[src/sv/e2e_checked_can_frame_decoder_defines.svh]
// ----------------------------------------------------------------------------
// E2E CAN frame decoder assertion macros
// Shared concurrent assertion shorthands for the decoder RTL.
// ----------------------------------------------------------------------------
`ifndef E2E_CHECKED_CAN_FRAME_DECODER_DEFINES_SVH
`define E2E_CHECKED_CAN_FRAME_DECODER_DEFINES_SVH

// Same-cycle implication, disabled while reset is asserted.
`define E2ECAN_ASSERT_NOW(label, clk, rst_n, ante, cons, msg) \
    label: assert property (@(posedge clk) disable iff (!rst_n) (ante) |-> (cons)) \
        else $error(msg);

// Next-cycle implication, disabled while reset is asserted.
`define E2ECAN_ASSERT_NEXT(label, clk, rst_n, ante, cons, msg) \
    label: assert property (@(posedge clk) disable iff (!rst_n) (ante) |=> (cons)) \
        else $error(msg);

`endif

[src/sv/e2ecan_pkg.sv]
// ----------------------------------------------------------------------------
// E2E CAN decoder package
// Field widths, status codes and the CRC-8 (poly 0x2F) byte update.
// ----------------------------------------------------------------------------
package e2ecan_pkg;

    localparam int PAYLOAD_W   = 64;
    localparam int LEN_W       = 4;
    localparam int STATUS_W    = 2;
    localparam int CHECK_W     = 8;
    localparam int SEQ_W       = 4;
    localparam int SPEED_W     = 8;
    localparam int RPM_W       = 14;
    localparam int COOLANT_W   = 9;
    localparam int DATA_ID_W   = 16;
    localparam int NUM_CRC_BYTES = 7;

    localparam logic [7:0]       CRC_POLY       = 8'h2F;
    localparam logic [7:0]       CRC_INIT       = 8'hFF;
    localparam logic [7:0]       CRC_XOROUT     = 8'hFF;
    localparam logic [LEN_W-1:0] FULL_FRAME     = 4'd8;
    localparam logic [8:0]       COOLANT_OFFSET = 9'd40;

    typedef enum logic [STATUS_W-1:0] {
        ST_ACCEPTED = 2'd0,
        ST_SHORT    = 2'd1,
        ST_CRC_ERR  = 2'd2,
        ST_CNT_ERR  = 2'd3
    } status_t;

    // One byte through the MSB-first CRC-8 shift register.
    function automatic logic [7:0] crc8_feed(input logic [7:0] crc, input logic [7:0] data);
        logic [7:0] c;
        c = crc ^ data;
        for (int b = 0; b < 8; b++) begin
            if (c[7])
                c = {c[6:0], 1'b0} ^ CRC_POLY;
            else
                c = {c[6:0], 1'b0};
        end
        return c;
    endfunction

    // CRC state after the data ID, low byte first.
    function automatic logic [7:0] crc8_seed(input logic [DATA_ID_W-1:0] id);
        return crc8_feed(crc8_feed(CRC_INIT, id[7:0]), id[15:8]);
    endfunction

    localparam logic [7:0] SEED_RESET = crc8_seed(16'h0000);

endpackage

[src/sv/e2ecan_if.sv]
// ----------------------------------------------------------------------------
// E2E CAN decoder channels
// Valid/ready interfaces for the frame input and the decoded result output.
// ----------------------------------------------------------------------------
interface e2ecan_in_if;
    import e2ecan_pkg::*;

    logic                 valid;
    logic                 ready;
    logic [PAYLOAD_W-1:0] payload;
    logic [LEN_W-1:0]     frame_length;

    modport source (output valid, output payload, output frame_length, input ready);
    modport sink   (input valid, input payload, input frame_length, output ready);
endinterface

interface e2ecan_out_if;
    import e2ecan_pkg::*;

    logic                        valid;
    logic                        ready;
    logic [STATUS_W-1:0]         status;
    logic [CHECK_W-1:0]          received_check;
    logic [CHECK_W-1:0]          computed_check;
    logic [SEQ_W-1:0]            sequence_count;
    logic [SPEED_W-1:0]          speed;
    logic [RPM_W-1:0]            engine_speed;
    logic signed [COOLANT_W-1:0] coolant;

    modport source (output valid, output status, output received_check,
                    output computed_check, output sequence_count, output speed,
                    output engine_speed, output coolant, input ready);
    modport sink   (input valid, input status, input received_check,
                    input computed_check, input sequence_count, input speed,
                    input engine_speed, input coolant, output ready);
endinterface

[src/sv/e2ecan_crc.sv]
// ----------------------------------------------------------------------------
// E2E CAN CRC-8 network
// Folds frame bytes 1 to 7 into a preloaded seed and applies the final XOR.
// ----------------------------------------------------------------------------
module e2ecan_crc (
    input  logic [7:0]  seed,
    input  logic [55:0] data,
    output logic [7:0]  crc
);
    import e2ecan_pkg::*;

    always_comb
    begin
        logic [7:0] c;
        c = seed;
        for (int i = 0; i < NUM_CRC_BYTES; i++) begin
            c = crc8_feed(c, data[8*i +: 8]);
        end
        crc = c ^ CRC_XOROUT;
    end

endmodule

[src/sv/e2e_checked_can_frame_decoder.sv]
// A frame passes through the input register (s1) and then the result register.
// Throughput: one frame per cycle while the result side is not stalled; the CRC, counter check and field decode
// sit in one combinational stage between the input register and the result register.
// Reset (rst_n low, asynchronous) clears the pipeline valids, the rolling
// counter state and loads the CRC seed for data ID 0.
// ----------------------------------------------------------------------------
// E2E-checked CAN frame decoder
// CRC-8 and rolling counter check of an eight-byte frame, then signal decode.
// ----------------------------------------------------------------------------
`include "e2e_checked_can_frame_decoder_defines.svh"

module e2e_checked_can_frame_decoder (
    input  logic                              clk,
    input  logic                              rst_n,
    input  logic                              data_id_we,
    input  logic [e2ecan_pkg::DATA_ID_W-1:0] data_id_wdata,
    e2ecan_in_if.sink                         frame,
    e2ecan_out_if.source                      result
);
    import e2ecan_pkg::*;

    // CRC state after the data ID, refreshed on each register write
    logic [7:0] seed_reg;

    logic                 s1_valid_reg;
    logic [PAYLOAD_W-1:0] s1_payload_reg;
    logic [LEN_W-1:0]     s1_len_reg;

    logic             have_prev_reg, have_prev_next;
    logic [SEQ_W-1:0] prev_count_reg, prev_count_next;

    logic                        out_valid_reg;
    status_t                     status_reg, status_next;
    logic [CHECK_W-1:0]          rx_reg, rx_next;
    logic [CHECK_W-1:0]          crc_reg, crc_next;
    logic [SEQ_W-1:0]            seq_reg, seq_next;
    logic [SPEED_W-1:0]          speed_reg, speed_next;
    logic [RPM_W-1:0]            rpm_reg, rpm_next;
    logic signed [COOLANT_W-1:0] coolant_reg, coolant_next;

    logic             s2_load;
    logic             s1_adv;
    logic             s1_short;
    logic             crc_bad;
    logic             cnt_bad;
    logic             s1_accept;
    logic [7:0]       crc_calc;
    logic [7:0]       byte0;
    logic [SEQ_W-1:0] cnt;
    logic [15:0]      rpm_raw;

    e2ecan_crc u_crc (
        .seed (seed_reg),
        .data (s1_payload_reg[63:8]),
        .crc  (crc_calc)
    );

    assign s2_load     = !out_valid_reg || result.ready;
    assign s1_adv      = s1_valid_reg && s2_load;
    assign frame.ready = !s1_valid_reg || s2_load;

    assign byte0     = s1_payload_reg[7:0];
    assign cnt       = s1_payload_reg[11:8];
    assign rpm_raw   = s1_payload_reg[39:24];
    assign s1_short  = s1_len_reg < FULL_FRAME;
    assign crc_bad   = byte0 != crc_calc;
    assign cnt_bad   = have_prev_reg && (cnt != prev_count_reg + SEQ_W'(1));
    assign s1_accept = !s1_short && !crc_bad && !cnt_bad;

    always_comb
    begin
        status_next  = ST_ACCEPTED;
        rx_next      = byte0;
        crc_next     = crc_calc;
        seq_next     = cnt;
        speed_next   = '0;
        rpm_next     = '0;
        coolant_next = '0;
        if (s1_short) begin
            status_next = ST_SHORT;
            rx_next     = '0;
            crc_next    = '0;
            seq_next    = '0;
        end else if (crc_bad) begin
            status_next = ST_CRC_ERR;
        end else if (cnt_bad) begin
            status_next = ST_CNT_ERR;
        end else begin
            speed_next   = s1_payload_reg[23:16];
            rpm_next     = rpm_raw[15:2];
            coolant_next = $signed({1'b0, s1_payload_reg[47:40]} - COOLANT_OFFSET);
        end
    end

    always_comb
    begin
        have_prev_next  = have_prev_reg;
        prev_count_next = prev_count_reg;
        // advance the rolling counter only when the frame passes every check
        if (s1_adv && s1_accept) begin
            have_prev_next  = 1'b1;
            prev_count_next = cnt;
        end
    end

    always_ff @(posedge clk or negedge rst_n)
    begin
        if (!rst_n) begin
            seed_reg       <= SEED_RESET;
            s1_valid_reg   <= 1'b0;
            out_valid_reg  <= 1'b0;
            have_prev_reg  <= 1'b0;
            prev_count_reg <= '0;
        end else begin
            if (data_id_we)
                seed_reg <= crc8_seed(data_id_wdata);
            if (frame.ready)
                s1_valid_reg <= frame.valid;
            if (s2_load)
                out_valid_reg <= s1_valid_reg;
            have_prev_reg  <= have_prev_next;
            prev_count_reg <= prev_count_next;
        end
    end

    always_ff @(posedge clk)
    begin
        if (frame.valid && frame.ready) begin
            s1_payload_reg <= frame.payload;
            s1_len_reg     <= frame.frame_length;
        end
        if (s1_adv) begin
            status_reg  <= status_next;
            rx_reg      <= rx_next;
            crc_reg     <= crc_next;
            seq_reg     <= seq_next;
            speed_reg   <= speed_next;
            rpm_reg     <= rpm_next;
            coolant_reg <= coolant_next;
        end
    end

    assign result.valid          = out_valid_reg;
    assign result.status         = status_reg;
    assign result.received_check = rx_reg;
    assign result.computed_check = crc_reg;
    assign result.sequence_count = seq_reg;
    assign result.speed          = speed_reg;
    assign result.engine_speed   = rpm_reg;
    assign result.coolant        = coolant_reg;

    `E2ECAN_ASSERT_NOW(a_accept_crc_match, clk, rst_n,
        out_valid_reg && status_reg == ST_ACCEPTED, rx_reg == crc_reg,
        "accepted result with mismatching CRC")
    `E2ECAN_ASSERT_NOW(a_short_zeroed, clk, rst_n,
        out_valid_reg && status_reg == ST_SHORT,
        rx_reg == '0 && crc_reg == '0 && seq_reg == '0 && speed_reg == '0,
        "short frame result carries nonzero fields")
    `E2ECAN_ASSERT_NEXT(a_counter_update, clk, rst_n, s1_adv && s1_accept,
        have_prev_reg && prev_count_reg == $past(cnt),
        "rolling counter not updated on acceptance")
    `E2ECAN_ASSERT_NOW(a_cnt_err_needs_prev, clk, rst_n,
        out_valid_reg && status_reg == ST_CNT_ERR, have_prev_reg,
        "counter mismatch reported before any accepted frame")
    `E2ECAN_ASSERT_NEXT(a_hold_on_stall, clk, rst_n,
        out_valid_reg && !result.ready, out_valid_reg && $stable(status_reg),
        "result dropped or changed while stalled")

endmodule
[src/flat_wrapper.sv]
// flat-port wrapper written by rule: the top's interface ports become plain ports
module e2e_checked_can_frame_decoder_flat import e2ecan_pkg::*;
  (clk, rst_n, data_id_we, data_id_wdata, frame_valid, frame_payload, frame_frame_length, frame_ready, result_valid, result_status, result_received_check, result_computed_check, result_sequence_count, result_speed, result_engine_speed, result_coolant, result_ready);
  e2ecan_in_if frame_i ();
  e2ecan_out_if result_i ();
  input  logic clk;
  input  logic rst_n;
  input  logic data_id_we;
  input  logic [e2ecan_pkg::DATA_ID_W-1:0] data_id_wdata;
  input wire logic [$bits(frame_i.valid)-1:0] frame_valid;
  input wire logic [$bits(frame_i.payload)-1:0] frame_payload;
  input wire logic [$bits(frame_i.frame_length)-1:0] frame_frame_length;
  output wire logic [$bits(frame_i.ready)-1:0] frame_ready;
  output wire logic [$bits(result_i.valid)-1:0] result_valid;
  output wire logic [$bits(result_i.status)-1:0] result_status;
  output wire logic [$bits(result_i.received_check)-1:0] result_received_check;
  output wire logic [$bits(result_i.computed_check)-1:0] result_computed_check;
  output wire logic [$bits(result_i.sequence_count)-1:0] result_sequence_count;
  output wire logic [$bits(result_i.speed)-1:0] result_speed;
  output wire logic [$bits(result_i.engine_speed)-1:0] result_engine_speed;
  output wire logic [$bits(result_i.coolant)-1:0] result_coolant;
  input wire logic [$bits(result_i.ready)-1:0] result_ready;
  assign frame_i.valid = frame_valid;
  assign frame_i.payload = frame_payload;
  assign frame_i.frame_length = frame_frame_length;
  assign frame_ready = frame_i.ready;
  assign result_valid = result_i.valid;
  assign result_status = result_i.status;
  assign result_received_check = result_i.received_check;
  assign result_computed_check = result_i.computed_check;
  assign result_sequence_count = result_i.sequence_count;
  assign result_speed = result_i.speed;
  assign result_engine_speed = result_i.engine_speed;
  assign result_coolant = result_i.coolant;
  assign result_i.ready = result_ready;
  e2e_checked_can_frame_decoder u_core (.clk(clk), .rst_n(rst_n), .data_id_we(data_id_we), .data_id_wdata(data_id_wdata), .frame(frame_i), .result(result_i));
endmodule
[config.mk]
export PLATFORM = sky130hd
export DESIGN_NAME = e2e_checked_can_frame_decoder_flat
export DESIGN_NICKNAME = d
export VERILOG_FILES = /design/src/sv/e2ecan_pkg.sv /design/src/sv/e2ecan_if.sv /design/src/sv/e2ecan_crc.sv /design/src/sv/e2e_checked_can_frame_decoder.sv /design/src/flat_wrapper.sv
export VERILOG_INCLUDE_DIRS = /design/src /design/src/sv
export SDC_FILE = /design/constraint.sdc
export NUM_CORES = 1
export LEC_CHECK = 0
export ABC_AREA = 1
export BUFFER_PORTS_ARGS = -buffer_cell sky130_fd_sc_hd__buf_2
export CAP_MARGIN = 10
export CORE_MARGIN = 3
export CORE_UTILIZATION = 53
export CTS_CLUSTER_DIAMETER = 120
export DETAILED_ROUTE_END_ITERATION = 8
export PLACE_DENSITY = 0.8
export SLEW_MARGIN = 25
export SYNTH_ARGS = -nofsm -noshare
export SYNTH_HDL_FRONTEND = slang
export SYNTH_SLANG_ARGS = --single-unit
[constraint.sdc]
create_clock -name clk -period 5.9 [get_ports clk]
set_input_delay 1.18 -clock clk [delete_from_list [all_inputs] [get_ports clk]]
set_output_delay 1.18 -clock clk [all_outputs]
set_load 0.02 [all_outputs]
==> flow_summary.yaml <==
run_status:
  status: "finished with violations"
  violations: "negative setup slack"
synthesis:
  async_flop_share_pct: 11.28
  netlist_area_sq_um: 9926
  synth_nets: 1432
  ys_warn_count: 0
  ys_seq_area_share_pct: 39.53
  postSynthCellCount: 1341
  synth_area_per_cell_sq_um: 7.402
  synth_edf_count: 118
  yosysUniqueCellTypes: 34
  ys_top_cells_by_area: "edfxtp_1 (36%), nand2_1 (19%), nand3_1 (12%)"
  synth_flop_cell: "edfxtp_1"
  synth_top_area_share_pct: 35.70
  yosysTopAreaCell: "edfxtp_1"
  ys_seq_elements: 133
layout:
  antennaDiodeCount: 0
  final_common_cell: "nand2_1"
  syn_to_final_growth_pct: 52.11
  layout-drive-gt1-share_pct: 53.92
  final_cell_mix: "nand2_1 (268), nand2_2 (173), buf_2 (140)"
  fin_util_pct: 82.92
  fillers: 904
  largest_reg_flops: 64
  nets: 1699
placement:
  gp_congestion: 0.8927
  numPortBuffers: 140
  hpwlAfterDp_mm: 19.13
sta:
  rsz0062_at_grt: "yes"
  skew_ns: 0.01245
  hold_violations: 0
  fin_crit_sh_pct: 135.7
  fmax_mhz: 124.9
  final.min_clock_period_ns: 8.006
  layout_setup_ws_ns: -2.106
  slew_violations: 0
  worst_pin_slew_ns: 0.9678
  maxSlewHeadroom_pct: 35.48
  final-setup-viol-count: 46
job:
  max-cap-violations: 0
setup_path:
  crit_family: "simple AND/OR/NAND/NOR gates"
  slowest_delay_ns: 0.57
  path_max_fanout: 17
  path_buf_inv: 10
  crit_path_start_kind: "register"
  cp_data_arrival_time_ns: 8.29
  crit_type: "reg -> reg"
  crit_slowest_cell: "dfstp_2"
  crit_path_end_kind: "register"
  crit_top_cell: "nand2_2"
  crit_required_ns: 6.19
clocking:
  cts_tree: "done"
  cts.clk_slew.worst_paths_ns: 0.06
  clock_latency_ns: 0.44
  root_buffer: "clkbuf_16"
  cts_made_buffers: 17
  cts.sinks: 133
  h-tree-depth: 4
  ctsLongestPathBuffers: 2
detailed_routing:
  ant_nets: 0
  via_per_inst: 6.145
  via_count: 11370
  drt-initial-drc-count: 1183
  dr.pass1.iters: 8
  drc: 0
  wl_per_cell_um: 20.62
  routed_wl_mm: 38.15
worst_hold_path:
  hold_class: "reg -> reg"
floorplan:
  die_area_sq_um: 20410
  fp.dieW_um: 142.9
  num_rows: 49
  io_pins: 144
  core_sq_um: 18210
  initial_utilization_pct: 54.51
  fp.dieH_um: 142.9
global_routing:
  grt.total_usage_pct: 27.66
  grt_first_pass_wirelength_mm: 45.40
  grt_max_degree: 66
  overflow: 0
  grt_pass1_vias: 9846
  antenna_found_initial: 3
-- cell type report --
class                   instances  area [sq um]  share of cell area (%)
repair buffers                256          1669                   11.05
clock inverters                 8         81.33                  0.5387
clock buffers                  24         546.8                   3.621
well taps                     229         286.5                   1.898
multi-input cells            1023          7895                   52.29
flip-flops and latches        133          3924                   25.99
inverters                     177         695.7                   4.608
-- synth_stat cells, types with 5 or more instances --
library cell and n:
nand2_1 493, nor2_4 6, o21ai_0 8, nand2_2 78, inv_2 37, edfxtp_1 118, inv_1 136, nand3_1 242
nor2_1 21, nand3b_1 12, xnor2_1 34, a21oi_1 5, nand3_2 23, dfrtp_1 11, xor2_1 40, nand2_4 12
nor2_2 28
-- metal layers --
metal  part of all wire (%)  wire [um]  global-route usage, %
met2                     49      18670                  49.68
met1                     33      12770                  31.29
met4                    7.7       2940                  12.71
met5                   0.11         41                      0
met3                    9.8       3724                  6.062
-- what timing repair did --
action | 4_1_cts | 5_1_grt
buffers inserted | 11 | 25
setup endpoints to repair | 46 | 46
resized for setup | 247 | 315
gates cloned | 0 | 0
pin swaps | 86 | 89
hold endpoints to repair | 0 | 0
hold buffers | 0 | 0
-- tightest hold or removal path, stage by stage (launching register included) --
cell     delay [ns]
dfrtp_1        0.32
inv_1          0.05
nand2_1        0.06
-- cells by family (layout without fill, tap and decap cells) --
logic type	after synthesis	count (layout)	synth area share, %
and+or+nand+nor	924	924	44.17
AOI/OAI and AO/OA	16	16	0.8950
DFF	133	133	39.53
xor gates and xnor gates	80	80	7.702
buffers and inverters	185	465	7.336
muxes	1	1	0.1134
adders and majority gates	2	2	0.2521
-- stage by stage --
stage	setup WS (ns)	cells	hold WS, ns	cell area, sq um	TNS (ns)
finish	-2.106	1850	0.4602	15100	-85.90
detailed placement	-1.117	1782	0.4494	11760	-42.63
global placement	-0.8898	1782	0.4458	11760	-32.39
floorplan	-0.05940	1341	0.4221	10210	-0.9746
global route	-2.541	1850	0.4996	15100	-104.52
CTS	-0.9130	1825	0.4648	13420	-34.12
-- final timing paths --
check | slack [ns] | cells past startpoint | start | to
max reg2reg | -2.11 | 64 | u_core.seed_reg[7]$_DFFE_PN1P_ | u_core.result.coolant[7]$_SDFFCE_PP0P_
max in group asynchronous | 4.92 | 1 | rst_n | u_core.seed_reg[3]$_DFFE_PN1P_
min | 0.46 | 2 | u_core.have_prev_reg$_DFFE_PN0P_ | u_core.have_prev_reg$_DFFE_PN0P_
max | -2.11 | 64 | u_core.seed_reg[7]$_DFFE_PN1P_ | u_core.result.coolant[7]$_SDFFCE_PP0P_
min in group asynchronous | 0.67 | 1 | rst_n | u_core.s1_valid_reg$_DFFE_PN0N_
min reg2reg | 0.46 | 2 | u_core.have_prev_reg$_DFFE_PN0P_ | u_core.have_prev_reg$_DFFE_PN0P_
Power is left out: the tool's default activity adds up to more than one toggle a clock period on the data nets, which glitch-free logic cannot reach.
